**src/apid_pkg.sv**
```systemverilog
// apid_pkg: shared widths, register indexes and beat structs for the
// angle position PID loop. No dependencies.
package apid_pkg;

    // Encoder and error widths
    localparam int EncW        = 14;
    localparam int ErrW        = 15;
    localparam int DiffW       = 16;
    localparam int WrapW       = 16;
    localparam int DataW       = 32;

    // One revolution of the encoder and the wrap bounds of the error
    localparam int CountsPerRev = 16384;
    localparam int HalfRev      = CountsPerRev / 2;

    // Product and sum widths in the back end
    localparam int ProdPW  = DataW + ErrW;
    localparam int ProdDW  = DataW + DiffW;
    localparam int AccW    = ProdPW + 1;
    localparam int PdW     = ProdDW + 1;
    localparam int OutSumW = PdW + 1;

    // Decoupling queue
    localparam int QueueDepth = 2;
    localparam int QPtrW      = $clog2(QueueDepth);
    localparam int QCntW      = $clog2(QueueDepth + 1);

    // Configuration register indexes
    localparam int CfgIdxW = 3;
    typedef enum logic [CfgIdxW-1:0] {
        CFG_GAIN_P      = 3'd0,
        CFG_GAIN_I      = 3'd1,
        CFG_GAIN_D      = 3'd2,
        CFG_TARGET      = 3'd3,
        CFG_ZERO        = 3'd4,
        CFG_LIMIT_LOW   = 3'd5,
        CFG_LIMIT_HIGH  = 3'd6,
        CFG_DIR_REVERSE = 3'd7
    } cfg_index_t;

    // One classified beat: wrapped error and its change from the last one
    typedef struct packed {
        logic signed [ErrW-1:0]  err;
        logic signed [DiffW-1:0] diff;
    } item_t;

    // Settings used by the front end
    typedef struct packed {
        logic [EncW-1:0] target_count;
        logic [EncW-1:0] zero_count;
        logic            dir_reverse;
    } front_cfg_t;

    // Settings used by the back end
    typedef struct packed {
        logic signed [DataW-1:0] gain_p;
        logic signed [DataW-1:0] gain_i;
        logic signed [DataW-1:0] gain_d;
        logic signed [DataW-1:0] limit_low;
        logic signed [DataW-1:0] limit_high;
    } back_cfg_t;

    // Queue status seen by the front and back ends
    typedef struct packed {
        logic full;
        logic not_empty;
    } queue_status_t;

endpackage

```
**src/apid_queue.sv**
```systemverilog
// apid_queue: short FIFO of classified beats between the front and back ends.
// Depends on apid_pkg.
module apid_queue (
    input  logic                     clk,
    input  logic                     rst_n,
    input  logic                     push,
    input  apid_pkg::item_t          item_in,
    input  logic                     pop,
    output apid_pkg::item_t          item_out,
    output apid_pkg::queue_status_t  status
);

    apid_pkg::item_t               mem_reg [apid_pkg::QueueDepth];
    logic [apid_pkg::QPtrW-1:0]    wr_ptr_reg;
    logic [apid_pkg::QPtrW-1:0]    wr_ptr_next;
    logic [apid_pkg::QPtrW-1:0]    rd_ptr_reg;
    logic [apid_pkg::QPtrW-1:0]    rd_ptr_next;
    logic [apid_pkg::QCntW-1:0]    count_reg;
    logic [apid_pkg::QCntW-1:0]    count_next;
    logic                          do_pop;

    localparam logic [apid_pkg::QPtrW-1:0] LastPtr =
        apid_pkg::QPtrW'(apid_pkg::QueueDepth - 1);
    localparam logic [apid_pkg::QCntW-1:0] FullCnt =
        apid_pkg::QCntW'(apid_pkg::QueueDepth);

    // Status flags from the fill count
    always_comb
    begin
        status.full      = (count_reg == FullCnt);
        status.not_empty = (count_reg != '0);
        do_pop           = pop && status.not_empty;
        item_out         = mem_reg[rd_ptr_reg];
    end

    // Pointer and count update
    always_comb
    begin
        wr_ptr_next = wr_ptr_reg;
        rd_ptr_next = rd_ptr_reg;
        count_next  = count_reg;
        if (push)
        begin
            wr_ptr_next = (wr_ptr_reg == LastPtr) ? '0 : wr_ptr_reg + 1'b1;
        end
        if (do_pop)
        begin
            rd_ptr_next = (rd_ptr_reg == LastPtr) ? '0 : rd_ptr_reg + 1'b1;
        end
        if (push && !do_pop)
        begin
            count_next = count_reg + 1'b1;
        end
        else if (do_pop && !push)
        begin
            count_next = count_reg - 1'b1;
        end
    end

    always_ff @(posedge clk or negedge rst_n)
    begin
        if (!rst_n)
        begin
            wr_ptr_reg <= '0;
            rd_ptr_reg <= '0;
            count_reg  <= '0;
        end
        else
        begin
            wr_ptr_reg <= wr_ptr_next;
            rd_ptr_reg <= rd_ptr_next;
            count_reg  <= count_next;
        end
    end

    // Entry storage
    always_ff @(posedge clk)
    begin
        if (push)
        begin
            mem_reg[wr_ptr_reg] <= item_in;
        end
    end

`ifndef SYNTHESIS
    // Fill count never passes the depth
    a_count_bound: assert property (@(posedge clk) disable iff (!rst_n)
        count_reg <= FullCnt)
        else $error("queue count beyond depth");

    // A push never lands on a full queue
    a_no_overflow: assert property (@(posedge clk) disable iff (!rst_n)
        push |-> !status.full)
        else $error("push into full queue");
`endif

endmodule

```
**config.mk**
```make
export PLATFORM = sky130hd
export DESIGN_NAME = apid_queue
export DESIGN_NICKNAME = d
export VERILOG_FILES = /design/src/apid_pkg.sv /design/src/apid_queue.sv
export SDC_FILE = /design/constraint.sdc
export NUM_CORES = 1
export LEC_CHECK = 0
export ABC_AREA = 0
export BUFFER_PORTS_ARGS = -buffer_cell sky130_fd_sc_hd__buf_2
export CAP_MARGIN = 5
export CELL_PAD_IN_SITES_DETAIL_PLACEMENT = 1
export CELL_PAD_IN_SITES_GLOBAL_PLACEMENT = 1
export CORE_MARGIN = 4
export CORE_UTILIZATION = 44
export DETAILED_ROUTE_END_ITERATION = 6
export PLACE_DENSITY = 0.86
export RECOVER_POWER = 100
export SETUP_SLACK_MARGIN = 0.05
export SLEW_MARGIN = 30
export SYNTH_ARGS = -nofsm -noshare
export SYNTH_HDL_FRONTEND = slang
export SYNTH_SLANG_ARGS = --single-unit
```
**constraint.sdc**
```tcl
create_clock -name clk -period 3 [get_ports clk]
set_clock_uncertainty 0.05 [all_clocks]
set_input_delay 0.15 -clock clk [delete_from_list [all_inputs] [get_ports clk]]
set_output_delay 0.15 -clock clk [all_outputs]
set_load 0.02 [all_outputs]
```
======== Yosys cells after proc, flatten, opt, wreduce, memory -nomap -nowiden ========
Memories as Yosys holds them, arrays and structs flattened.
Index checks and enable logic that the tools add are counted.
cells by class
  equality and inequality tests ........... 1
  add/subtract/negate cells ............... 4
  reductions and logical operators ........ 7
  muxes and demuxes ....................... 6
operators with widths
  cell                                               count
  2-to-1 mux 1 bit                                   4
  2-to-1 mux 2 bit                                   2
  nonzero test 2 bit                                 2
  logical AND 1 bit                                  3
  adder 1 bit (second input constant)                2
  adder 2 x 1 -> 2 bit (second input constant)       1
  == test 2 bit (second input constant)              1
  zero test 1 bit                                    2
  subtractor 2 x 1 -> 2 bit (second input constant)  1
storage, ports and cells
  output and inout bits ................... 33
  bits in registers ....................... 4
  memory bits (writable) .................. 62
  memories kept ........................... 1
  word-level logic and storage cells ...... 22
memory list
  name     depth  bits a word  read ports  clocked after memory_dff  write ports  RTL line          text
  mem_reg  2      31           1           0                         1            apid_queue.sv:13  apid_pkg::item_t mem_reg [apid_pkg::QueueDepth];

======== Depth between registers and ports, before layout ========
  depth in word-level cells ............... 5
  depth in mapped cells ................... 6
  depth with buffers taken out ............ 6

======== Least setup slack after synthesis ========
No wires, ideal clock.
  kind .................................... register -> register
  start point ............................. register wr_ptr_reg
  end point ............................... memory mem_reg[0][0] (netlist bit), enable pin
  clock period less this slack ............ 2.271 ns
  library setup time ...................... 0.423 ns
  required time ........................... 2.527 ns
  arrival ................................. 1.798 ns
  cell stages (with the launch flop) ...... 2
  slack ................................... 0.729 ns
  path through ............................ dfrtp_1 nor2b_1
RTL lines
  element                 RTL line          text
  start, declared         apid_queue.sv:14  logic [apid_pkg::QPtrW-1:0] wr_ptr_reg;
  start signal, assigned  apid_queue.sv:70  wr_ptr_reg <= wr_ptr_next;
  end, declared           apid_queue.sv:13
Straight into the memory's write port.

======== Worst setup path in the final report ========
  start point ............................. input push
  end point ............................... memory mem_reg[1][27] (netlist bit), enable pin
between the ends
  word-level cells in the longest chain between the ends .. 2
ends and longest elaborated chain
  element                                 RTL line          text
  start, declared                         apid_queue.sv:6   input logic push,
  2-to-1 mux 1 bit                        apid_queue.sv:79  if (push)
  2-to-1 mux 1 bit (not written as such)  apid_queue.sv:81  mem_reg[wr_ptr_reg] <= item_in;
No other way between the ends.

==> impl_summary.log <==
INFO  metric setup_total_negative_slack = 0 ns
INFO  metric clock-root-buffer = clkbuf_8
INFO  metric synth_enable_flop_cells = a little over 60
INFO  metric cts_htree_levels = 3
INFO  metric worst-endpoint-arrival = 2.13 ns
INFO  metric cellPowerDensity = between 800 and 900 nW/um2
INFO  metric finalInstanceArea = ~3300 um2
INFO  metric max_slew.worst_pin.slew = 1.53 ns
INFO  metric net_count_after_synthesis = ~150
INFO  metric post_drt_wl_per_cell = 17.2 um
INFO  metric worst_slew_margin_rel = -0.0216
INFO  metric grt_antenna_before_repair = 0
INFO  metric track_usage = 0.156
INFO  metric regToRegStartpoint = wr_ptr_reg
INFO  metric worst-r2r-cell-count = 2
INFO  metric initial_core_util = 0.461
INFO  metric min_period = between 2 and 2.5 ns
INFO  metric critPathSlowestCell = and2_0
INFO  metric clk_pin_slew_worst_paths = about 0.060 ns
INFO  metric timing.critical_path.cells = dlygate4sd3_1 > clkbuf_1 > and2_0 > clkbuf_2
INFO  metric wirelength = about 5100 um
INFO  metric path_class_of_the_lowest_slack_min_delay_path = primary input to register
INFO  metric yosysUniqueCellTypes = 14
INFO  metric critPathMaxFanout = 19
INFO  metric fin_nets = roughly 260
INFO  metric syn-mean-instance-area = 22.9 um2
INFO  metric largest_family_of_logic_cells_by_synthesized_area = multiplexers
INFO  metric finalHoldViolCount = 0
INFO  metric rows = 27
INFO  metric postSynth.asyncResetShare = 0.0606
INFO  metric fillers = ~560
INFO  metric p_leak = ~1.2 nW
INFO  metric slew_viol_final = 32
INFO  metric n_antenna_cell = 0
INFO  metric crit_path_max_incr_delay = between 0.7 and 0.8 ns
INFO  metric boundaryPins = 68
INFO  metric chipHeight = 84.6 um
INFO  metric synth_flop_cell = edfxtp_1
INFO  metric postSynthRegisterBits = 66
INFO  metric crit-reg2reg-capture = mem_reg[1][27]
INFO  metric pre_cts_ws = 1.20 ns
INFO  metric post_syn_area = 2580 um2
INFO  metric grt_setup_unrepaired = no
INFO  metric hold_path.startpoint = pop
INFO  metric hold_end = rd_ptr_reg
INFO  metric synth.top_cell.area_share = 0.721
INFO  metric clock_tree.buffer_depth = 2
INFO  metric post_synth_main_area_contributors = edfxtp_1, mux2_4, dfrtp_1
INFO  metric min_path_cells = 3
INFO  metric synth_warnings = 0
INFO  metric routed_via_density = between 4 and 5
INFO  metric post-cts-setup-buffer-count = 0
INFO  metric width_of_the_die = about 85 um
INFO  metric netlist_instances = roughly 110
INFO  metric synth.yosys.seq_area_share = 0.760
INFO  metric syn_to_final_growth = 28.2%
INFO  metric grt-ovfl-total = 0
INFO  metric grt_max_degree = 33
INFO  metric status = complete, but fails checks
INFO  metric min_period_over_period = 0.736
INFO  metric yosys.area_share.adder = 0.00484
INFO  metric synth-xor-area-share = 0.0170
INFO  metric largest_register_ffs = slightly above 60
INFO  metric fin_util = 0.590
INFO  metric setup.worst_path.end_class = register
INFO  metric yosysTopAreaCell = edfxtp_1
INFO  metric crit_required = roughly 2.9 ns
INFO  metric final_layout_size_suffix_gt1_frac = 0.243
INFO  metric grt_pass1_vias = approximately 1600
INFO  metric drc = 0
INFO  metric tritoncts = done
INFO  metric timing.reg2reg.setup_slack = 0.93 ns
INFO  metric ys_top_cells_by_count = edfxtp_1, mux2_4, dfrtp_1
INFO  metric grt_first_pass_wirelength = approximately 8000 um
INFO  metric detailed_place_hpwl = ~3200 um
INFO  metric ir_drop = roughly 0.63 mV
INFO  metric clock.fmax = around 450 MHz
INFO  metric drt_first_iter_violations = between 70 and 80
INFO  metric seq_area = approximately 2000 um2
INFO  metric timing.setup.critical_path_class = primary input to register
INFO  metric gp_routability_congestion = around 0.70
INFO  metric drv_cap = 1
INFO  metric clk_latency_worst_skew_pair = between 0.3 and 0.4 ns
INFO  metric core_region_area = around 5600 um2
INFO  metric multi_input_logic_area = 443 um2
INFO  metric synth.area.mux_share = 0.177
INFO  metric ctsHoldBuffers = 33
INFO  metric timing.final.ws_setup = around 0.79 ns
INFO  metric clock_buffers_created_by_tritoncts = 9
INFO  metric synthMostInstantiatedCell = edfxtp_1
INFO  metric synth_compound_gate_area_share = 0
INFO  metric cts_resized = 0
INFO  metric drt_first_pass_iters = 4
INFO  metric io_buf_count = 67
INFO  metric yosys.area_share.simple = 0.0136
INFO  metric violations = max-capacitance violations, max-slew violations
INFO  metric routed-via-count = 1390
INFO  metric placed_cell_area = slightly below 3000 um2
INFO  metric timing.critical_path.from_type = primary input
INFO  metric drt.antenna.violating_nets = 0
INFO  metric finalSetupViolations = 0
INFO  metric clock_sink_count = 66
INFO  metric design.die.area = slightly above 7000 um2
where the power goes:
part           internal [mW]  switching, mW  leakage [nW]  total (mW)
registers               1.24          0.146         0.628        1.38
clock network          0.378          0.291        0.0894       0.669
logic                  0.336          0.515         0.490       0.852
cells in the final DEF, fill, tap and decap left out, drive strengths merged:
master | synthesis | routed
ha | 1 | 1
nor2 | 1 | 1
xnor2 | 2 | 2
dlygate4sd3 | 0 | 33
clkinv | 0 | 3
buf | 4 | 38
dfrtp | 4 | 4
xor2 | 3 | 3
bufinv | 0 | 1
edfxtp | 62 | 62
nand2 | 1 | 1
and2 | 1 | 1
or2 | 1 | 1
clkbuf | 0 | 42
nor2b | 2 | 2
mux2 | 31 | 31
metal layers:
metal	share of wire	global-route usage	vias to the layer above
met4	0.021	0.0691	0
met1	0.38	0.172	679
met3	0.064	0.0589	8
li1	-	-	652
met2	0.54	0.267	51
met5	0	0	-
stage by stage:
step                instances  total power [mW]  hold slack [ns]
floorplan                 113              2.21           -0.196
global placement          249              2.38          -0.0919
detailed placement        249              2.44          -0.0877
CTS                       298              3.16           0.0226
global route              298              3.07           0.0425
finish                    298              2.90           0.0404
worst max-delay path: cells and delay by family:
family                 cells  cell delay (ns)
buffers and inverters      3             1.25
AND/OR/NAND/NOR            1             0.72
worst max path at each step:
stage                from             end  slack, ns  cells past startpoint
6_report             push  mem_reg[1][27]       0.79                      4
5_1_grt              push  mem_reg[1][16]       0.58                      4
4_1_cts        rd_ptr_reg    item_out[10]       0.82                      2
3_5_place_dp   rd_ptr_reg    item_out[10]       1.20                      2
3_3_place_gp   rd_ptr_reg    item_out[10]       1.25                      2
2_1_floorplan  wr_ptr_reg   mem_reg[0][0]       0.73                      1
cell type report:
class,count,area share
multi-input combinational,43,0.134
sequential,66,0.594
timing repair buffer,101,0.192
clock inverter,4,0.0128
tap,72,0.0272
clock buffer,12,0.0408
cell families (layout without fill, tap and decap cells):
group,count (synthesis),after routing
xor gates and xnor gates,5,5
adders and majority gates,1,1
buffers and inverters,4,117
DFF,66,66
muxes,31,31
and+or+nand+nor,6,6
Power figures use the tool's default switching activity.
