$ cat src/apid_pkg.sv
// apid_pkg: shared widths, register indexes and beat structs for the
// angle position PID loop. No dependencies.
package apid_pkg;

    // Encoder and error widths
    localparam int EncW        = 14;
    localparam int ErrW        = 15;
    localparam int DiffW       = 16;
    localparam int WrapW       = 16;
    localparam int DataW       = 32;

    // One revolution of the encoder and the wrap bounds of the error
    localparam int CountsPerRev = 16384;
    localparam int HalfRev      = CountsPerRev / 2;

    // Product and sum widths in the back end
    localparam int ProdPW  = DataW + ErrW;
    localparam int ProdDW  = DataW + DiffW;
    localparam int AccW    = ProdPW + 1;
    localparam int PdW     = ProdDW + 1;
    localparam int OutSumW = PdW + 1;

    // Decoupling queue
    localparam int QueueDepth = 2;
    localparam int QPtrW      = $clog2(QueueDepth);
    localparam int QCntW      = $clog2(QueueDepth + 1);

    // Configuration register indexes
    localparam int CfgIdxW = 3;
    typedef enum logic [CfgIdxW-1:0] {
        CFG_GAIN_P      = 3'd0,
        CFG_GAIN_I      = 3'd1,
        CFG_GAIN_D      = 3'd2,
        CFG_TARGET      = 3'd3,
        CFG_ZERO        = 3'd4,
        CFG_LIMIT_LOW   = 3'd5,
        CFG_LIMIT_HIGH  = 3'd6,
        CFG_DIR_REVERSE = 3'd7
    } cfg_index_t;

    // One classified beat: wrapped error and its change from the last one
    typedef struct packed {
        logic signed [ErrW-1:0]  err;
        logic signed [DiffW-1:0] diff;
    } item_t;

    // Settings used by the front end
    typedef struct packed {
        logic [EncW-1:0] target_count;
        logic [EncW-1:0] zero_count;
        logic            dir_reverse;
    } front_cfg_t;

    // Settings used by the back end
    typedef struct packed {
        logic signed [DataW-1:0] gain_p;
        logic signed [DataW-1:0] gain_i;
        logic signed [DataW-1:0] gain_d;
        logic signed [DataW-1:0] limit_low;
        logic signed [DataW-1:0] limit_high;
    } back_cfg_t;

    // Queue status seen by the front and back ends
    typedef struct packed {
        logic full;
        logic not_empty;
    } queue_status_t;

endpackage

$ cat src/apid_back.sv
// apid_back: PID arithmetic over three stages (products, integral update,
// output sum and clamp) with the output register. Depends on apid_pkg.
module apid_back (
    input  logic                          clk,
    input  logic                          rst_n,
    input  apid_pkg::back_cfg_t           cfg,
    input  apid_pkg::item_t               item,
    input  logic                          item_valid,
    output logic                          pop,
    output logic                          out_valid,
    input  logic                          out_stall,
    output logic signed [apid_pkg::DataW-1:0] current_ref,
    output logic signed [apid_pkg::ErrW-1:0]  pos_error,
    output logic                          out_clamped
);

    localparam int DataW   = apid_pkg::DataW;
    localparam int ErrW    = apid_pkg::ErrW;
    localparam int ProdPW  = apid_pkg::ProdPW;
    localparam int ProdDW  = apid_pkg::ProdDW;
    localparam int AccW    = apid_pkg::AccW;
    localparam int PdW     = apid_pkg::PdW;
    localparam int OutSumW = apid_pkg::OutSumW;

    logic                      en;

    // Product stage
    logic                      p_valid_reg;
    logic signed [ProdPW-1:0]  prod_p_reg;
    logic signed [ProdPW-1:0]  prod_i_reg;
    logic signed [ProdDW-1:0]  prod_d_reg;
    logic signed [ErrW-1:0]    p_err_reg;
    logic signed [ProdPW-1:0]  prod_p_next;
    logic signed [ProdPW-1:0]  prod_i_next;
    logic signed [ProdDW-1:0]  prod_d_next;

    // Integral stage
    logic                      s_valid_reg;
    logic signed [DataW-1:0]   integral_reg;
    logic signed [DataW-1:0]   integral_next;
    logic signed [PdW-1:0]     pd_reg;
    logic signed [PdW-1:0]     pd_next;
    logic signed [ErrW-1:0]    s_err_reg;
    logic signed [AccW-1:0]    acc;
    logic signed [AccW-1:0]    lim_lo_acc;
    logic signed [AccW-1:0]    lim_hi_acc;

    // Output stage
    logic                      out_valid_reg;
    logic signed [DataW-1:0]   current_ref_reg;
    logic signed [DataW-1:0]   current_ref_next;
    logic signed [ErrW-1:0]    pos_error_reg;
    logic                      out_clamped_reg;
    logic                      out_clamped_next;
    logic signed [OutSumW-1:0] out_sum;
    logic signed [OutSumW-1:0] lim_lo_out;
    logic signed [OutSumW-1:0] lim_hi_out;

    // Whole back end moves when the output register is free
    assign en  = !out_valid_reg || !out_stall;
    assign pop = en && item_valid;

    // Gain products
    always_comb
    begin
        prod_p_next = $signed(cfg.gain_p) * $signed(item.err);
        prod_i_next = $signed(cfg.gain_i) * $signed(item.err);
        prod_d_next = $signed(cfg.gain_d) * $signed(item.diff);
    end

    // Integral accumulate and clamp, high limit tested first; P and D products summed
    always_comb
    begin
        lim_lo_acc = {{(AccW-DataW){cfg.limit_low[DataW-1]}}, cfg.limit_low};
        lim_hi_acc = {{(AccW-DataW){cfg.limit_high[DataW-1]}}, cfg.limit_high};
        acc = {{(AccW-DataW){integral_reg[DataW-1]}}, integral_reg}
            + {{(AccW-ProdPW){prod_i_reg[ProdPW-1]}}, prod_i_reg};
        if (acc > lim_hi_acc)
        begin
            integral_next = cfg.limit_high;
        end
        else if (acc < lim_lo_acc)
        begin
            integral_next = cfg.limit_low;
        end
        else
        begin
            integral_next = acc[DataW-1:0];
        end
        pd_next = {{(PdW-ProdPW){prod_p_reg[ProdPW-1]}}, prod_p_reg}
                + {{(PdW-ProdDW){prod_d_reg[ProdDW-1]}}, prod_d_reg};
    end

    // Output sum and clamp
    always_comb
    begin
        lim_lo_out = {{(OutSumW-DataW){cfg.limit_low[DataW-1]}}, cfg.limit_low};
        lim_hi_out = {{(OutSumW-DataW){cfg.limit_high[DataW-1]}}, cfg.limit_high};
        out_sum = {{(OutSumW-PdW){pd_reg[PdW-1]}}, pd_reg}
                + {{(OutSumW-DataW){integral_reg[DataW-1]}}, integral_reg};
        if (out_sum > lim_hi_out)
        begin
            current_ref_next = cfg.limit_high;
            out_clamped_next = 1'b1;
        end
        else if (out_sum < lim_lo_out)
        begin
            current_ref_next = cfg.limit_low;
            out_clamped_next = 1'b1;
        end
        else
        begin
            current_ref_next = out_sum[DataW-1:0];
            out_clamped_next = 1'b0;
        end
    end

    // Stage valids and integral state
    always_ff @(posedge clk or negedge rst_n)
    begin
        if (!rst_n)
        begin
            p_valid_reg   <= 1'b0;
            s_valid_reg   <= 1'b0;
            out_valid_reg <= 1'b0;
            integral_reg  <= '0;
        end
        else if (en)
        begin
            p_valid_reg   <= item_valid;
            s_valid_reg   <= p_valid_reg;
            out_valid_reg <= s_valid_reg;
            if (p_valid_reg)
            begin
                integral_reg <= integral_next;
            end
        end
    end

    // Stage payloads
    always_ff @(posedge clk)
    begin
        if (en)
        begin
            prod_p_reg      <= prod_p_next;
            prod_i_reg      <= prod_i_next;
            prod_d_reg      <= prod_d_next;
            p_err_reg       <= item.err;
            pd_reg          <= pd_next;
            s_err_reg       <= p_err_reg;
            current_ref_reg <= current_ref_next;
            pos_error_reg   <= s_err_reg;
            out_clamped_reg <= out_clamped_next;
        end
    end

    assign out_valid   = out_valid_reg;
    assign current_ref = current_ref_reg;
    assign pos_error   = pos_error_reg;
    assign out_clamped = out_clamped_reg;

`ifndef SYNTHESIS
    // With ordered limits the kept integral lies between them
    a_integral_in_limits: assert property (@(posedge clk) disable iff (!rst_n)
        $past(en && p_valid_reg && (cfg.limit_low <= cfg.limit_high)) |->
            (integral_reg >= $past(cfg.limit_low)) &&
            (integral_reg <= $past(cfg.limit_high)))
        else $error("integral outside limits");

    // A beat in the integral stage reaches the output when the pipe moves
    a_stage_to_out: assert property (@(posedge clk) disable iff (!rst_n)
        (en && s_valid_reg) |=> out_valid_reg)
        else $error("beat lost between integral stage and output");
`endif

endmodule

$ cat config.mk
export PLATFORM = sky130hd
export DESIGN_NAME = apid_back
export DESIGN_NICKNAME = d
export VERILOG_FILES = /design/src/apid_pkg.sv /design/src/apid_back.sv
export SDC_FILE = /design/constraint.sdc
export NUM_CORES = 2
export LEC_CHECK = 0
export BUFFER_PORTS_ARGS = -buffer_cell sky130_fd_sc_hd__buf_2
export CORE_MARGIN = 2
export CORE_UTILIZATION = 55
export CTS_BUF_LIST = sky130_fd_sc_hd__clkbuf_8 sky130_fd_sc_hd__clkbuf_16
export DETAILED_ROUTE_END_ITERATION = 8
export GPL_TIMING_DRIVEN = 1
export PLACE_DENSITY = 0.72
export SYNTH_ARGS = -nofsm -noshare
export SYNTH_HDL_FRONTEND = slang
export SYNTH_SLANG_ARGS = --single-unit
$ cat constraint.sdc
create_clock -name clk -period 16.8 [get_ports clk]
set_input_delay 5.04 -clock clk [delete_from_list [all_inputs] [get_ports clk]]
set_output_delay 5.04 -clock clk [all_outputs]
set_load 0.005 [all_outputs]
After elaboration in Yosys (flattened, before gate mapping)
Index checks and enable logic that the tools add are counted.
Storage, ports and cells
  word-level logic and storage cells: 33
  output and inout bits: 50
  flip-flop bits (word level): 304
  input port bits: 195
Operators by class
  $mul: 3
  mux-type cells: 5
  $lt $le $gt $ge: 4
  reductions and logical operators: 5
  add/sub/neg operators: 3
Operator list (number)
  $mux 32: 4
  $mul 32x15->47: 2
  $add 49x32->50: 1
  $gt 50x32->1: 1
  $lt 50x32->1: 1
  $add 47x48->49: 1
  $add 32x47->48: 1
  $gt 48x32->1: 1
  $lt 48x32->1: 1
  $mul 32x16->48: 1
  $logic_not 1->1: 2
  $reduce_and 2->1: 1
  $logic_and 1x1->1: 1
  $logic_or 1x1->1: 1
  $mux 1: 1

Longest topological paths before layout
  depth after elaboration: 4
  depth in mapped cells: 26
  mapped depth without buffers: 24

Worst setup path after synthesis
Ideal clock, no wire load.
  path kind: input port to output port
  from: input out_stall
  to: output pop
  slack: 434 ps
  data arrival time: 11326 ps
  data required time: 11760 ps
  cell stages on the path: 2
  buffers on the path: 0
  path through: nand2_1 > and2_1
On the way
  longest elaborated chain between the ends: 3
Ends and longest elaborated chain
  start, declared: line apid_back.sv:11  | input logic out_stall,
  $logic_not 1->1: line apid_back.sv:60  | assign en = !out_valid_reg || !out_stall;
  $logic_or 1x1->1: line apid_back.sv:60
  $logic_and 1x1->1: line apid_back.sv:61  | assign pop = en && item_valid;
  end, declared: line apid_back.sv:9  | output logic pop,
No other way between the ends.

Worst setup path after layout
  from: input item[24] (netlist name)
  to: register prod_i_reg[44], data pin
On the way
  longest elaborated chain between the ends: 1
Ends and longest elaborated chain
  start, declared: line apid_back.sv:7  | input apid_pkg::item_t item,
  $mul 32x15->47: line apid_back.sv:67  | prod_i_next = $signed(cfg.gain_i) * $signed(item.err);
  named net prod_i_next[44]: line apid_back.sv:34  | logic signed [ProdPW-1:0] prod_i_next;
  end signal, assigned: line apid_back.sv:146  | prod_i_reg <= prod_i_next;
  end, declared: line apid_back.sv:30  | logic signed [ProdPW-1:0] prod_i_reg;
The timed path passes the listed nets, and every way through them passes these cells.
A chain may end at the register's enable or synchronous reset.

==> flow_metrics.env <==
export IMPL_die_y_um=369
export IMPL_starting_density_of_the_core=0.552
export IMPL_synth_most_common_cell="sky130_fd_sc_hd__inv_1"
export IMPL_clock_tree_buffer_depth=3
export IMPL_gr_total_overflow=0
export IMPL_reg2reg_slack_ns=9.70
export IMPL_cts_repair_resized=0
export IMPL_outcome="finished, final reports clean"
export IMPL_start_kind="input pin"
export IMPL_cap_violations=0
export IMPL_tns_ns=0
export IMPL_postSynth_asyncResetShare=0.115
export IMPL_syn_nets=10300
export IMPL_route_detailed_vias_per_inst=5.72
export IMPL_dpl_cell_area_um2=75900
export IMPL_synth_edf_count=269
export IMPL_first_pass_iters=5
export IMPL_use_met3=0.0331
export IMPL_synth_yosys_seq_area_share=0.122
export IMPL_rsz_0062_raised_after_global_routing="no"
export IMPL_worstPathRequired_ns=17.17
export IMPL_die_width_um=369
export IMPL_post_cts_hold_buffer_count=0
export IMPL_synthDominantCellAreaShare=0.375
export IMPL_post_synth_top_area_cell="sky130_fd_sc_hd__fa_1"
export IMPL_worst_slew_pin_slew_ns=1.05
export IMPL_synthToLayoutAreaGrowth_pct=5.39
export IMPL_cts_htree_levels=2
export IMPL_worst_slew_margin_rel=0.289
export IMPL_longest_individual_stage_delay_on_the_worst_path_ns=0.60
export IMPL_fp_dieArea_um2=136000
export IMPL_wirelength_mm=193
export IMPL_finClkSkew_ns=0.0478
export IMPL_maximum_number_of_pins_on_one_net_before_global_route_repair=151
export IMPL_grt_antenna_before_repair=11
export IMPL_drt_iter0_drc=3861
export IMPL_largest_register_ffs=49
export IMPL_count_of_unique_library_cells_instantiated_by_yosys=96
export IMPL_crit_path_top_delay_cell="sky130_fd_sc_hd__buf_4"
export IMPL_clkSinkCount=304
export IMPL_hpwlAfterDp_mm=152
export IMPL_postSynth_topFlopCell="sky130_fd_sc_hd__edfxtp_1"
export IMPL_clkLatencyLatePin_ns=0.63
export IMPL_wire_length_of_the_first_global_routing_pass_mm=313
export IMPL_report_final_setup_viol=0
export IMPL_hold_class="reg2reg"
export IMPL_final_hold_viol_count=0
export IMPL_synth_top_cells_by_count="1651 x sky130_fd_sc_hd__inv_1, 1375 x sky130_fd_sc_hd__fa_1, 1003 x sky130_fd_sc_hd__nand2_1"
export IMPL_first_global_vias=59800
export IMPL_clk_transition_reported_paths_ns=0.06
export IMPL_yosysWarnings=0
export IMPL_synth_cells=8002
export IMPL_place_gp_congestion=0.947
export IMPL_design_portCount=245
export IMPL_fmax_mhz=84.0
export IMPL_clk_root_buffer_cell="sky130_fd_sc_hd__clkbuf_16"
export IMPL_final_antenna_net_count=0
export IMPL_worstSetupPathType="in2reg"
export IMPL_detail_route_wl_per_cell_um=19.6
export IMPL_net_count_of_the_finished_layout=10300
export IMPL_postSynthRegisterBits=304
export IMPL_met1_track_usage_gr=0.370
export IMPL_slew_violations=0
export IMPL_detail_route_drc_violations=0
export IMPL_crit_path_end_kind="flip-flop"
export IMPL_netlist_top_cells_area="sky130_fd_sc_hd__fa_1 37%, sky130_fd_sc_hd__ha_1 12%, sky130_fd_sc_hd__edfxtp_1 11%, sky130_fd_sc_hd__inv_1 8.4%, sky130_fd_sc_hd__nand2_1 5.1%"
export IMPL_post_cts_setup_buffer_count=0
export IMPL_num_vias=56000
export IMPL_design_core_area_um2=133000
export IMPL_cts_tree="built"
export IMPL_num_rows=134
export IMPL_critical_path_at_ns=12.28
export IMPL_gr_usage_all_layers=0.291
export IMPL_synth_area_per_cell_um2=9.18
export IMPL_synth_area_um2=73400
export IMPL_timing_critical_path_fanout_max=40
export IMPL_fillCellCount=11500
export IMPL_finish_instance_area_um2=77400
export IMPL_period_needed_ns=11.91
export IMPL_final_layout_size_suffix_gt1_frac=0.0488
export IMPL_use_met2=0.497
export IMPL_timing_final_crit_share=0.709
export IMPL_buffer_ports_inserted=244
export IMPL_numCtsBuffers=40
export IMPL_top_usage_layer="met2"
kinds of logic (layout without fill, tap and decap cells):
kind of cell,count (synthesis),after routing,synth area share
flip-flops,304,304,0.122
adder cells (fa/ha/maj),2059,2059,0.491
buffers and inverters,1971,1996,0.101
multiplexers,48,48,0.00673
XOR/XNOR,266,266,0.0317
other,0,8,0
AND/OR/NAND/NOR,2216,2216,0.145
AO/OA/AOI/OAI,1138,1138,0.102
through the flow:
stage	worst slack (ns)	std cells	hold slack (ns)	util
2_1_floorplan	0.434	8002	0.400	-
3_3_place_gp	4.51	9723	0.401	0.571
3_5_place_dp	4.36	9723	0.405	0.571
4_1_cts	4.98	9795	0.410	0.582
5_1_grt	4.60	9800	0.422	0.582
6_report	4.89	9803	0.409	0.582
final timing paths:
check	start	endpoint	depth (start not counted)
max	item[24]	prod_i_reg[44]	25
min	p_err_reg[12]	s_err_reg[12]	0
max reg2reg	integral_reg[0]	current_ref[17]	21
min reg2reg	p_err_reg[12]	s_err_reg[12]	0
max in group asynchronous	rst_n	integral_reg[26]	1
min in group asynchronous	rst_n	integral_reg[7]	1
cells in the final DEF, fill, tap and decap left out, types with 215 or more instances in the layout:
master and n:
sky130_fd_sc_hd__a21o_1 215, sky130_fd_sc_hd__buf_2 241, sky130_fd_sc_hd__nand2_1 1002, sky130_fd_sc_hd__nor2_1 270
sky130_fd_sc_hd__a21oi_1 364, sky130_fd_sc_hd__and2_1 566, sky130_fd_sc_hd__inv_1 1653, sky130_fd_sc_hd__edfxtp_1 269
sky130_fd_sc_hd__ha_1 684, sky130_fd_sc_hd__fa_1 1375
routing by layer:
metal / part of all wire / routed length (um)
met3: 0.063 / 12100
met4: 0.050 / 9680
met5: 0.000036 / 7
met2: 0.49 / 94300
met1: 0.40 / 76500
cell type report:
type / instances / area, um^2 / area share
Tap cell: 1768 / 2210 / 0.0286
Antenna cell: 8 / 20.0 / 0.000259
Inverter: 1653 / 6200 / 0.0802
Multi-Input combinational cell: 5727 / 57100 / 0.738
Clock inverter: 27 / 370 / 0.00478
Clock buffer: 45 / 1080 / 0.0140
Timing Repair Buffer: 271 / 1440 / 0.0187
Sequential cell: 304 / 8950 / 0.116
worst max-delay path: cells and delay by family:
family / cells / cell delay, ns
compound gates: 5 / 1.65
xor+xnor: 1 / 0.13
fa+ha+maj: 7 / 3.32
buf+inv: 8 / 1.42
simple gates: 4 / 0.65
Power is not shown: default switching activity piles up to over one toggle a cycle in this logic, so the estimate is an artifact.
