### src/apid_pkg.sv
// apid_pkg: shared widths, register indexes and beat structs for the
// angle position PID loop. No dependencies.
package apid_pkg;

    // Encoder and error widths
    localparam int EncW        = 14;
    localparam int ErrW        = 15;
    localparam int DiffW       = 16;
    localparam int WrapW       = 16;
    localparam int DataW       = 32;

    // One revolution of the encoder and the wrap bounds of the error
    localparam int CountsPerRev = 16384;
    localparam int HalfRev      = CountsPerRev / 2;

    // Product and sum widths in the back end
    localparam int ProdPW  = DataW + ErrW;
    localparam int ProdDW  = DataW + DiffW;
    localparam int AccW    = ProdPW + 1;
    localparam int PdW     = ProdDW + 1;
    localparam int OutSumW = PdW + 1;

    // Decoupling queue
    localparam int QueueDepth = 2;
    localparam int QPtrW      = $clog2(QueueDepth);
    localparam int QCntW      = $clog2(QueueDepth + 1);

    // Configuration register indexes
    localparam int CfgIdxW = 3;
    typedef enum logic [CfgIdxW-1:0] {
        CFG_GAIN_P      = 3'd0,
        CFG_GAIN_I      = 3'd1,
        CFG_GAIN_D      = 3'd2,
        CFG_TARGET      = 3'd3,
        CFG_ZERO        = 3'd4,
        CFG_LIMIT_LOW   = 3'd5,
        CFG_LIMIT_HIGH  = 3'd6,
        CFG_DIR_REVERSE = 3'd7
    } cfg_index_t;

    // One classified beat: wrapped error and its change from the last one
    typedef struct packed {
        logic signed [ErrW-1:0]  err;
        logic signed [DiffW-1:0] diff;
    } item_t;

    // Settings used by the front end
    typedef struct packed {
        logic [EncW-1:0] target_count;
        logic [EncW-1:0] zero_count;
        logic            dir_reverse;
    } front_cfg_t;

    // Settings used by the back end
    typedef struct packed {
        logic signed [DataW-1:0] gain_p;
        logic signed [DataW-1:0] gain_i;
        logic signed [DataW-1:0] gain_d;
        logic signed [DataW-1:0] limit_low;
        logic signed [DataW-1:0] limit_high;
    } back_cfg_t;

    // Queue status seen by the front and back ends
    typedef struct packed {
        logic full;
        logic not_empty;
    } queue_status_t;

endpackage

### src/apid_front.sv
// apid_front: turns an encoder beat into the wrapped angle error and its
// change since the previous beat. Depends on apid_pkg.
module apid_front (
    input  logic                   clk,
    input  logic                   rst_n,
    input  apid_pkg::front_cfg_t   cfg,
    input  logic                   accept,
    input  logic [apid_pkg::EncW-1:0] encoder_count,
    output apid_pkg::item_t        item
);

    localparam logic signed [apid_pkg::WrapW-1:0] HalfPos =
        apid_pkg::WrapW'(apid_pkg::HalfRev);
    localparam logic signed [apid_pkg::WrapW-1:0] HalfNeg =
        -apid_pkg::WrapW'(apid_pkg::HalfRev);
    localparam logic signed [apid_pkg::WrapW-1:0] Rev =
        apid_pkg::WrapW'(apid_pkg::CountsPerRev);

    logic [apid_pkg::EncW-1:0]         angle;
    logic [apid_pkg::EncW-1:0]         rel;
    logic signed [apid_pkg::WrapW-1:0] err_raw;
    logic signed [apid_pkg::WrapW-1:0] err_wrap;
    logic signed [apid_pkg::ErrW-1:0]  err;
    logic signed [apid_pkg::ErrW-1:0]  prev_err_reg;
    logic signed [apid_pkg::ErrW-1:0]  prev_err_next;

    // Direction and zero offset, modulo one turn
    always_comb
    begin
        angle = cfg.dir_reverse ? (~encoder_count + 1'b1) : encoder_count;
        rel   = angle - cfg.zero_count;
    end

    // Error to target, wrapped into a half turn either way
    always_comb
    begin
        err_raw = $signed({2'b00, cfg.target_count}) - $signed({2'b00, rel});
        if (err_raw > HalfPos)
        begin
            err_wrap = err_raw - Rev;
        end
        else if (err_raw < HalfNeg)
        begin
            err_wrap = err_raw + Rev;
        end
        else
        begin
            err_wrap = err_raw;
        end
        err = err_wrap[apid_pkg::ErrW-1:0];
    end

    // Beat toward the queue
    always_comb
    begin
        item.err  = err;
        item.diff = {err[apid_pkg::ErrW-1], err}
                  - {prev_err_reg[apid_pkg::ErrW-1], prev_err_reg};
        prev_err_next = accept ? err : prev_err_reg;
    end

    // Last error, for the derivative term
    always_ff @(posedge clk or negedge rst_n)
    begin
        if (!rst_n)
        begin
            prev_err_reg <= '0;
        end
        else
        begin
            prev_err_reg <= prev_err_next;
        end
    end

endmodule

### config.mk
export PLATFORM = sky130hd
export DESIGN_NAME = apid_front
export DESIGN_NICKNAME = d
export VERILOG_FILES = /design/src/apid_pkg.sv /design/src/apid_front.sv
export SDC_FILE = /design/constraint.sdc
export NUM_CORES = 1
export LEC_CHECK = 0
export BUFFER_PORTS_ARGS = -buffer_cell sky130_fd_sc_hd__buf_4
export CAP_MARGIN = 10
export CORE_MARGIN = 3
export CORE_UTILIZATION = 50
export CTS_CLUSTER_SIZE = 30
export DETAILED_ROUTE_END_ITERATION = 10
export MAX_ROUTING_LAYER = met4
export PLACE_DENSITY = 0.76
export SLEW_MARGIN = 40
export SYNTH_ARGS = -nofsm -noshare
export SYNTH_HDL_FRONTEND = slang
export SYNTH_SLANG_ARGS = --single-unit
### constraint.sdc
create_clock -name clk -period 10.9 [get_ports clk]
set_clock_uncertainty 0.05 [all_clocks]
set_input_delay 0 -clock clk [delete_from_list [all_inputs] [get_ports clk]]
set_output_delay 0 -clock clk [all_outputs]
set_load 0.02 [all_outputs]
### After elaboration in Yosys (flattened, before gate mapping)

Cells that the tools add are included.
W data, S select, Z words.

* bits in registers: 15
* output and inout port bits: 31
* input port bits: 46
* logic and storage cells: 13

* $add $sub $neg: 6
* $lt $le $gt $ge: 2
* muxes and demuxes: 3
* bitwise operators: 1

Operators by type and width (number)
* $mux W15: 2
* $sub A15 B15 Y16: 1
* $add A15 B15 Y15 const B: 1
* $gt A15 B15 Y1 const B: 1
* $lt A15 B14 Y1 const B: 1
* $sub A14 B14 Y15: 1
* $sub A15 B15 Y15 const B: 1
* $add A14 B1 Y14 const B: 1
* $mux W14: 1
* $not A14 Y14: 1
* $sub A14 B14 Y14: 1

### Logic depth before layout (Yosys ltp)

Gate-level depths: netlist (run 1).

* depth after elaboration: 9
* mapped depth: 27
* depth with buffers taken out: 27

### Worst setup path after synthesis (run 1)

No wires, ideal clock.

* path type: input-to-output
* start: in encoder_count[5] (netlist bit)
* end: out item[14] (netlist bit)
* cell stages on the path: 18
* arrival time: 5.733 ns
* data required time: 10.850 ns
* buffers on the path: 0
* slack: 5.117 ns
* cell sequence: nor4_2 > or2b_1 > nor2_1 > a21boi_0 > xor2_1 > ha_1 > and3_1 > a211oi_1 > xor2_1 > ha_1 > or2_2 > a21boi_0 > and2_1 > o311ai_0 > nor4_2 > nor2b_1 > ha_1 > o311ai_0

RTL lines
* start, declared: RTL line apid_front.sv:8 `input logic [apid_pkg::EncW-1:0] encoder_count,`
* end, declared: RTL line apid_front.sv:9 `output apid_pkg::item_t item`

==> summary.md, run 1 <==
| Metric | Value |
|---|---|
| Simple-gate share of the synthesized area | `22.0%` |
| Cells after Synth | `389` |
| Crit-path max FO | `8` |
| Status | `finished, final reports clean` |
| Seq/Total Area, Yosys | `12.8%` |
| Max FFs per register | `15` |
| Ant diodes | `0` |
| Fraction of registers with async set/reset | `100%` |
| Via count | `2,989` |
| Total track usage | `21.5%` |
| CTS buffer count | `3` |
| Final worst-path cycle share | `52.9%` |
| WL per Instance | `12.8 um` |
| Share of cells above drive strength 1 | `19.8%` |
| Crit path DAT | `5.72 ns` |
| Pins Over Slew Limit | `0` |
| Worst Max-Slew Pin Slew | `0.650 ns` |
| Setup tns final | `0 ns` |
| Area delta synth->final | `23.5%` |
| Headroom to the max-slew limit | `56.0%` |
| HP Class | `in -> reg` |
| Pin count of the biggest net entering global routing | `27` |
| Final nets | `557` |
| I/O pin count | `77` |
| H-tree depth | `1` |
| Area leader, netlist | `ha_1` |
| Adder-Cell Fraction of Synth Area | `20.3%` |
| DR iter-0 viols | `83` |
| Die height | `82.7 um` |
| Mapped cell area | `2940 um2` |
| Top cell type's share of synthesized area | `18.3%` |
| Largest family of logic cells by synthesized area | `compound AO/OA/AOI/OAI gates` |
| Initial Utilization | `52.4%` |
| Placer Congestion | `0.827` |
| Worst skew pair latency | `0.25 ns` |
| RSZ-0062 raised after global routing | `false` |
| Postcts setup bufs | `0` |
| Ranking of synthesized cells by area | `ha_1, dfrtp_1, xnor2_1` |
| HPWL after detailed placement | `5930 um` |
| Max Root-Sink Buffers | `2` |
| Fmax | `0.173 GHz` |
| Final min period | `5.77 ns` |
| Clk root buf | `clkbuf_8` |
| DR vias/cell | `5.58` |
| Syn nets | `481` |
| #FFs+latches synth | `15` |
| Startpoint types | `input port` |
| Residual DRC | `0` |
| WP data required | `10.85 ns` |
| TritonCTS clock tree | `built` |
| Top-count cell post-synth | `inv_1` |
| Post-synth EDFFs | `0` |
| Most used DFF post-synth | `dfrtp_1` |
| Synth cell types | `57` |
| Xor/xnor share of the synthesized area | `12.5%` |
| Mux contribution to synthesized area | `1.11%` |
| CTS Sinks | `15` |
| Post-synth top cells | `inv_1, ha_1, nand2_1` |
| Die area | `6840 um2` |
| Initial antenna violation count | `0` |
| Complex-gate fraction of the synthesized area | `24.8%` |
| First-pass GRT wire length | `11,500 um` |
| YS warnings | `0` |
| Crit Path Category | `in -> out` |
| Core ar. | `5610 um2` |
| Final-report hold violation count | `0` |
| Crit. End Element | `primary output` |
| Die X | `82.7 um` |
| Post-route ant nets | `0` |
| First-pass DRT Iterations | `4` |
| Syn avg cell area | `7.56 um2` |
| Cts repair resizes | `0` |
| IO Port Bufs | `76` |
| Rows | `27` |
| Clk slew on worst S/H paths | `0.06 ns` |
| Post-Route WL | `6840 um` |
| Max-Cap Viols | `0` |
| Final setup violation count | `0` |
| GR Overflow Total | `0` |
| Vias in the first global route | `2,764` |
| Hold buffer count at CTS | `1` |
==> placed cells by master (no fill, tap or decap), drive strengths merged, types with 7 or more instances in the layout <==
| cell | count |
|---|---|
| nor2b | 8 |
| inv | 44 |
| nand2 | 33 |
| or3 | 7 |
| o21a | 7 |
| ha | 43 |
| xnor2 | 28 |
| a21oi | 19 |
| dfrtp | 15 |
| nor3 | 11 |
| nor2 | 27 |
| and3 | 8 |
| buf | 76 |
| xor2 | 14 |
| o21ai | 27 |
==> layer usage <==
layer  part of all wire, %  GRT usage (%)  vias to the layer above
met2                    47           37.3                       87
met4                   3.4           8.66                        0
li1                      -              -                     1541
met3                   5.4           2.06                       16
met5                     0              -                        -
met1                    44           25.3                     1345
==> worst paths after layout <==
| kind | startpoint | endpoint | slack (ns) | cells past startpoint |
|---|---|---|---|---|
| max reg2reg | prev_err_reg[0]$_DFFE_PN0P_ | prev_err_reg[0]$_DFFE_PN0P_ | 10.10 | 1 |
| min reg2reg | prev_err_reg[10]$_DFFE_PN0P_ | prev_err_reg[10]$_DFFE_PN0P_ | 0.46 | 1 |
| max in group asynchronous | rst_n | prev_err_reg[14]$_DFFE_PN0P_ | 10.53 | 2 |
| min | accept | prev_err_reg[1]$_DFFE_PN0P_ | 0.07 | 2 |
| min in group asynchronous | rst_n | prev_err_reg[2]$_DFFE_PN0P_ | 0.09 | 2 |
| max | encoder_count[1] | item[14] | 5.13 | 25 |
==> cells by family after synthesis <==
logic type	count (synthesis)
AND/OR/NAND/NOR	126
AO/OA/AOI/OAI	107
buffers and inverters	50
adder cells (fa/ha/maj)	46
XOR/XNOR	42
flip-flops	15
multiplexers	3
==> stage by stage <==
step | cells | hold WS [ns] | instance area [um2] | utilization [%] | worst slack (ns)
floorplan | 389 | -0.346 | 2940 | - | 5.12
CTS | 536 | 0.0758 | 3630 | 64.8 | 5.11
global route | 536 | 0.0840 | 3630 | 64.8 | 4.74
finish | 536 | 0.0733 | 3630 | 64.8 | 5.13
global placement | 531 | -0.185 | 3580 | 63.8 | 5.31
detailed placement | 531 | -0.182 | 3580 | 63.8 | 5.14
==> critical path, cell delays in order <==
cell and delay, ns:
buf_4 0.11, or2_2 0.32, or4b_1 0.55, o21ai_0 0.22, xnor2_1 0.15, ha_1 0.30, or3_1 0.38, o21ai_0 0.11
nor2_1 0.10, xnor2_1 0.14, ha_1 0.40, o21a_1 0.16, o211ai_1 0.08, a2111oi_0 0.37, or3b_1 0.37, or4_1 0.42
nor4_2 0.27, nor2b_1 0.10, ha_1 0.30, inv_1 0.17, nor4_1 0.07, a21oi_1 0.13, o311a_1 0.18, o311ai_0 0.13
buf_4 0.19
==> cell type report <==
type / instances / area (um2)
timing repair buffer: 77 / 581
sequential: 15 / 375
clock buffer: 3 / 41.3
tap: 72 / 90.1
clock inverter: 1 / 5.00
fill: 507 / 1980
inverter: 44 / 165
multi-input combinational: 324 / 2370
Power of run 1 is left out: the tool's default activity adds up to more than one toggle a clock period on the data nets, which glitch-free logic cannot reach.
==> run 2: changes to the inputs <==
==> constraint.sdc (replaced) <==
create_clock -name clk -period 5.5 [get_ports clk]
set_clock_uncertainty 0.05 [all_clocks]
set_input_delay 0 -clock clk [delete_from_list [all_inputs] [get_ports clk]]
set_output_delay 0 -clock clk [all_outputs]
set_load 0.02 [all_outputs]
==> run 2 against run 1 <==
  * Clock-buffer cell count stayed put
  * Highest routed layer unchanged
  * Via count up 2.9%
  * Routed wire length grew 7.8%
  * Setup slack worse by 5.0 ns
  * Global-route usage up 0.65 points
  * Sequential share of layout area decreased by 0.62 points
  * Critical endpoint unchanged
  * Critical path depth is the same
  * Die area unchanged
  * Final cell count grew 3.0%
  * Sequential cell count did not move
  * Non-clock buffer count increased by 16
  * Register-to-register slack got worse by 5.4 ns
==> summary.md, run 2 (synthesis gave the netlist of run 1 again) <==
| Metric | Value |
|---|---|
| Post-Route Utilization | `68.9% (+4.1 points)` |
| Clk root buf | `clkbuf_8` |
| Crit. End Element | `primary output` |
| Fmax | `0.187 GHz` |
| Crit Path Category | `in -> out` |
| Most frequent cells in the layout | `buf_4, inv_1, ha_1, nand2_1` |
| CP peak stage delay | `0.51 ns (-0.04 ns)` |
| Worst Max-Slew Pin Slew | `0.623 ns (-0.0264 ns)` |
| CP max stage cell | `or4b_4` |
| HPWL after detailed placement | `6170 um (+4.1%)` |
| H-tree depth | `1 (unchanged)` |
| Final nets | `573 (+2.9%)` |
| Area delta synth->final | `31.4%` |
| Post-route ant nets | `0 (unchanged)` |
| Share of cells above drive strength 1 | `25.8% (+6.0 points)` |
| RSZ-0062 raised after global routing | `true` |
| Max-Cap Viols | `0 (unchanged)` |
| Core ar. | `5610 um2 (unchanged)` |
| CTS buffer count | `3 (unchanged)` |
| Pin count of the biggest net entering global routing | `27 (unchanged)` |
| Sequential standard cell area | `375 um2 (unchanged)` |
| Multi-input gate area | `2490 um2 (+4.7%)` |
| Pins Over Slew Limit | `0 (unchanged)` |
| DR iter-0 viols | `99 (+19%)` |
| Vias in the first global route | `2,776 (+0.43%)` |
| Clk slew on worst S/H paths | `0.06 ns (about the same)` |
| Fill cells | `514 (+1.4%)` |
| Worst skew pair latency | `0.25 ns (about the same)` |
| TritonCTS clock tree | `built` |
| Total track usage | `22.1% (+0.65 points)` |
| Setup tns final | `0 ns (unchanged)` |
| Max Root-Sink Buffers | `2 (unchanged)` |
| Ant diodes | `0 (unchanged)` |
| DR vias/cell | `5.57 (-0.10%)` |
| Post-Route WL | `7370 um (+7.8%)` |
| First-pass DRT Iterations | `4 (unchanged)` |
| Residual DRC | `0 (unchanged)` |
| Final setup violation count | `0 (unchanged)` |
| Die X | `82.7 um (unchanged)` |
| First-pass GRT wire length | `11,800 um (+2.5%)` |
| Die area | `6840 um2 (unchanged)` |
| Die height | `82.7 um (unchanged)` |
| Buffers plus inverters on the worst setup path | `3 (unchanged)` |
| FF-to-FF setup slack | `4.70 ns (-5.40 ns)` |
| Max FFs per register | `15 (unchanged)` |
| I/O pin count | `77 (unchanged)` |
| Rows | `27 (unchanged)` |
| Startpoint types | `input port` |
| Headroom to the max-slew limit | `58.2% (+2.1 points)` |
| Crit-path max FO | `7 (-1)` |
| Final worst-path cycle share | `97.3%` |
| WL per Instance | `13.4 um (+4.7%)` |
| Placer Congestion | `0.850 (+2.7%)` |
| HP Class | `in -> reg` |
| Initial Utilization | `52.4% (unchanged)` |
| Final-report hold violation count | `0 (unchanged)` |
| IO Port Bufs | `76 (unchanged)` |
| Initial antenna violation count | `0 (unchanged)` |
| Status | `finished, final reports clean` |
| CP dominant cell by count | `ha_1` |
| Final min period | `5.35 ns` |
| Commonest non-fill, non-tap cell in the layout | `buf_4` |
| CP top delay family | `simple AND/OR/NAND/NOR gates` |
| WP data required | `5.45 ns (-5.40 ns)` |
| WHS | `0.0865 ns (+0.0132 ns)` |
| Via count | `3,075 (+2.9%)` |
| Crit path DAT | `5.30 ns (-0.42 ns)` |
| CTS Sinks | `15 (unchanged)` |
| GR Overflow Total | `0 (unchanged)` |
run 2: area by class of cell:
class | instances | share of cell area, %
Clock buffer | 3 | 1.07
Multi-Input combinational cell | 324 | 64.4
Tap cell | 72 | 2.33
Inverter | 44 | 4.27
Clock inverter | 1 | 0.129
Timing Repair Buffer | 93 | 18.1
Sequential cell | 15 | 9.71
run 2: path summary, 6_finish.rpt:
kind	startpoint	endpoint	cells after the start
worst max register to register	prev_err_reg[0]$_DFFE_PN0P_	prev_err_reg[0]$_DFFE_PN0P_	1
worst min-delay path	accept	prev_err_reg[1]$_DFFE_PN0P_	2
max in group asynchronous	rst_n	prev_err_reg[14]$_DFFE_PN0P_	2
worst min register to register	prev_err_reg[10]$_DFFE_PN0P_	prev_err_reg[10]$_DFFE_PN0P_	1
worst max-delay path	encoder_count[3]	item[14]	25
min in group asynchronous	rst_n	prev_err_reg[1]$_DFFE_PN0P_	2
run 2: routing by layer:
layer,up-vias,GRT usage [%],routed length [um]
met5,-,-,0
met4,0,7.19,242
met3,17,1.19,332
met2,89,41.1,3650
met1,1389,25.2,3150
li1,1580,-,-
run 2: timing repair:
| item | CTS | global route |
|---|---|---|
| hold endpoints to repair | 15 | 0 |
| endpoints found under the setup margin | 1 | 3 |
| hold buffers | 1 | 0 |
| pin swaps | 0 | 14 |
| resized for setup | 3 | 23 |
| buffers inserted | 0 | 6 |
run 2: stage by stage:
step | cell area [um2] | std cells | setup slack (ns)
finish | 3860 | 552 | 0.147
global route | 3860 | 552 | -0.172
detailed placement | 3650 | 541 | -0.0415
global placement | 3650 | 541 | 0.115
floorplan | 2940 | 389 | 0.0252
CTS | 3710 | 546 | 0.00954
Power of run 2 is left out for the same reason.
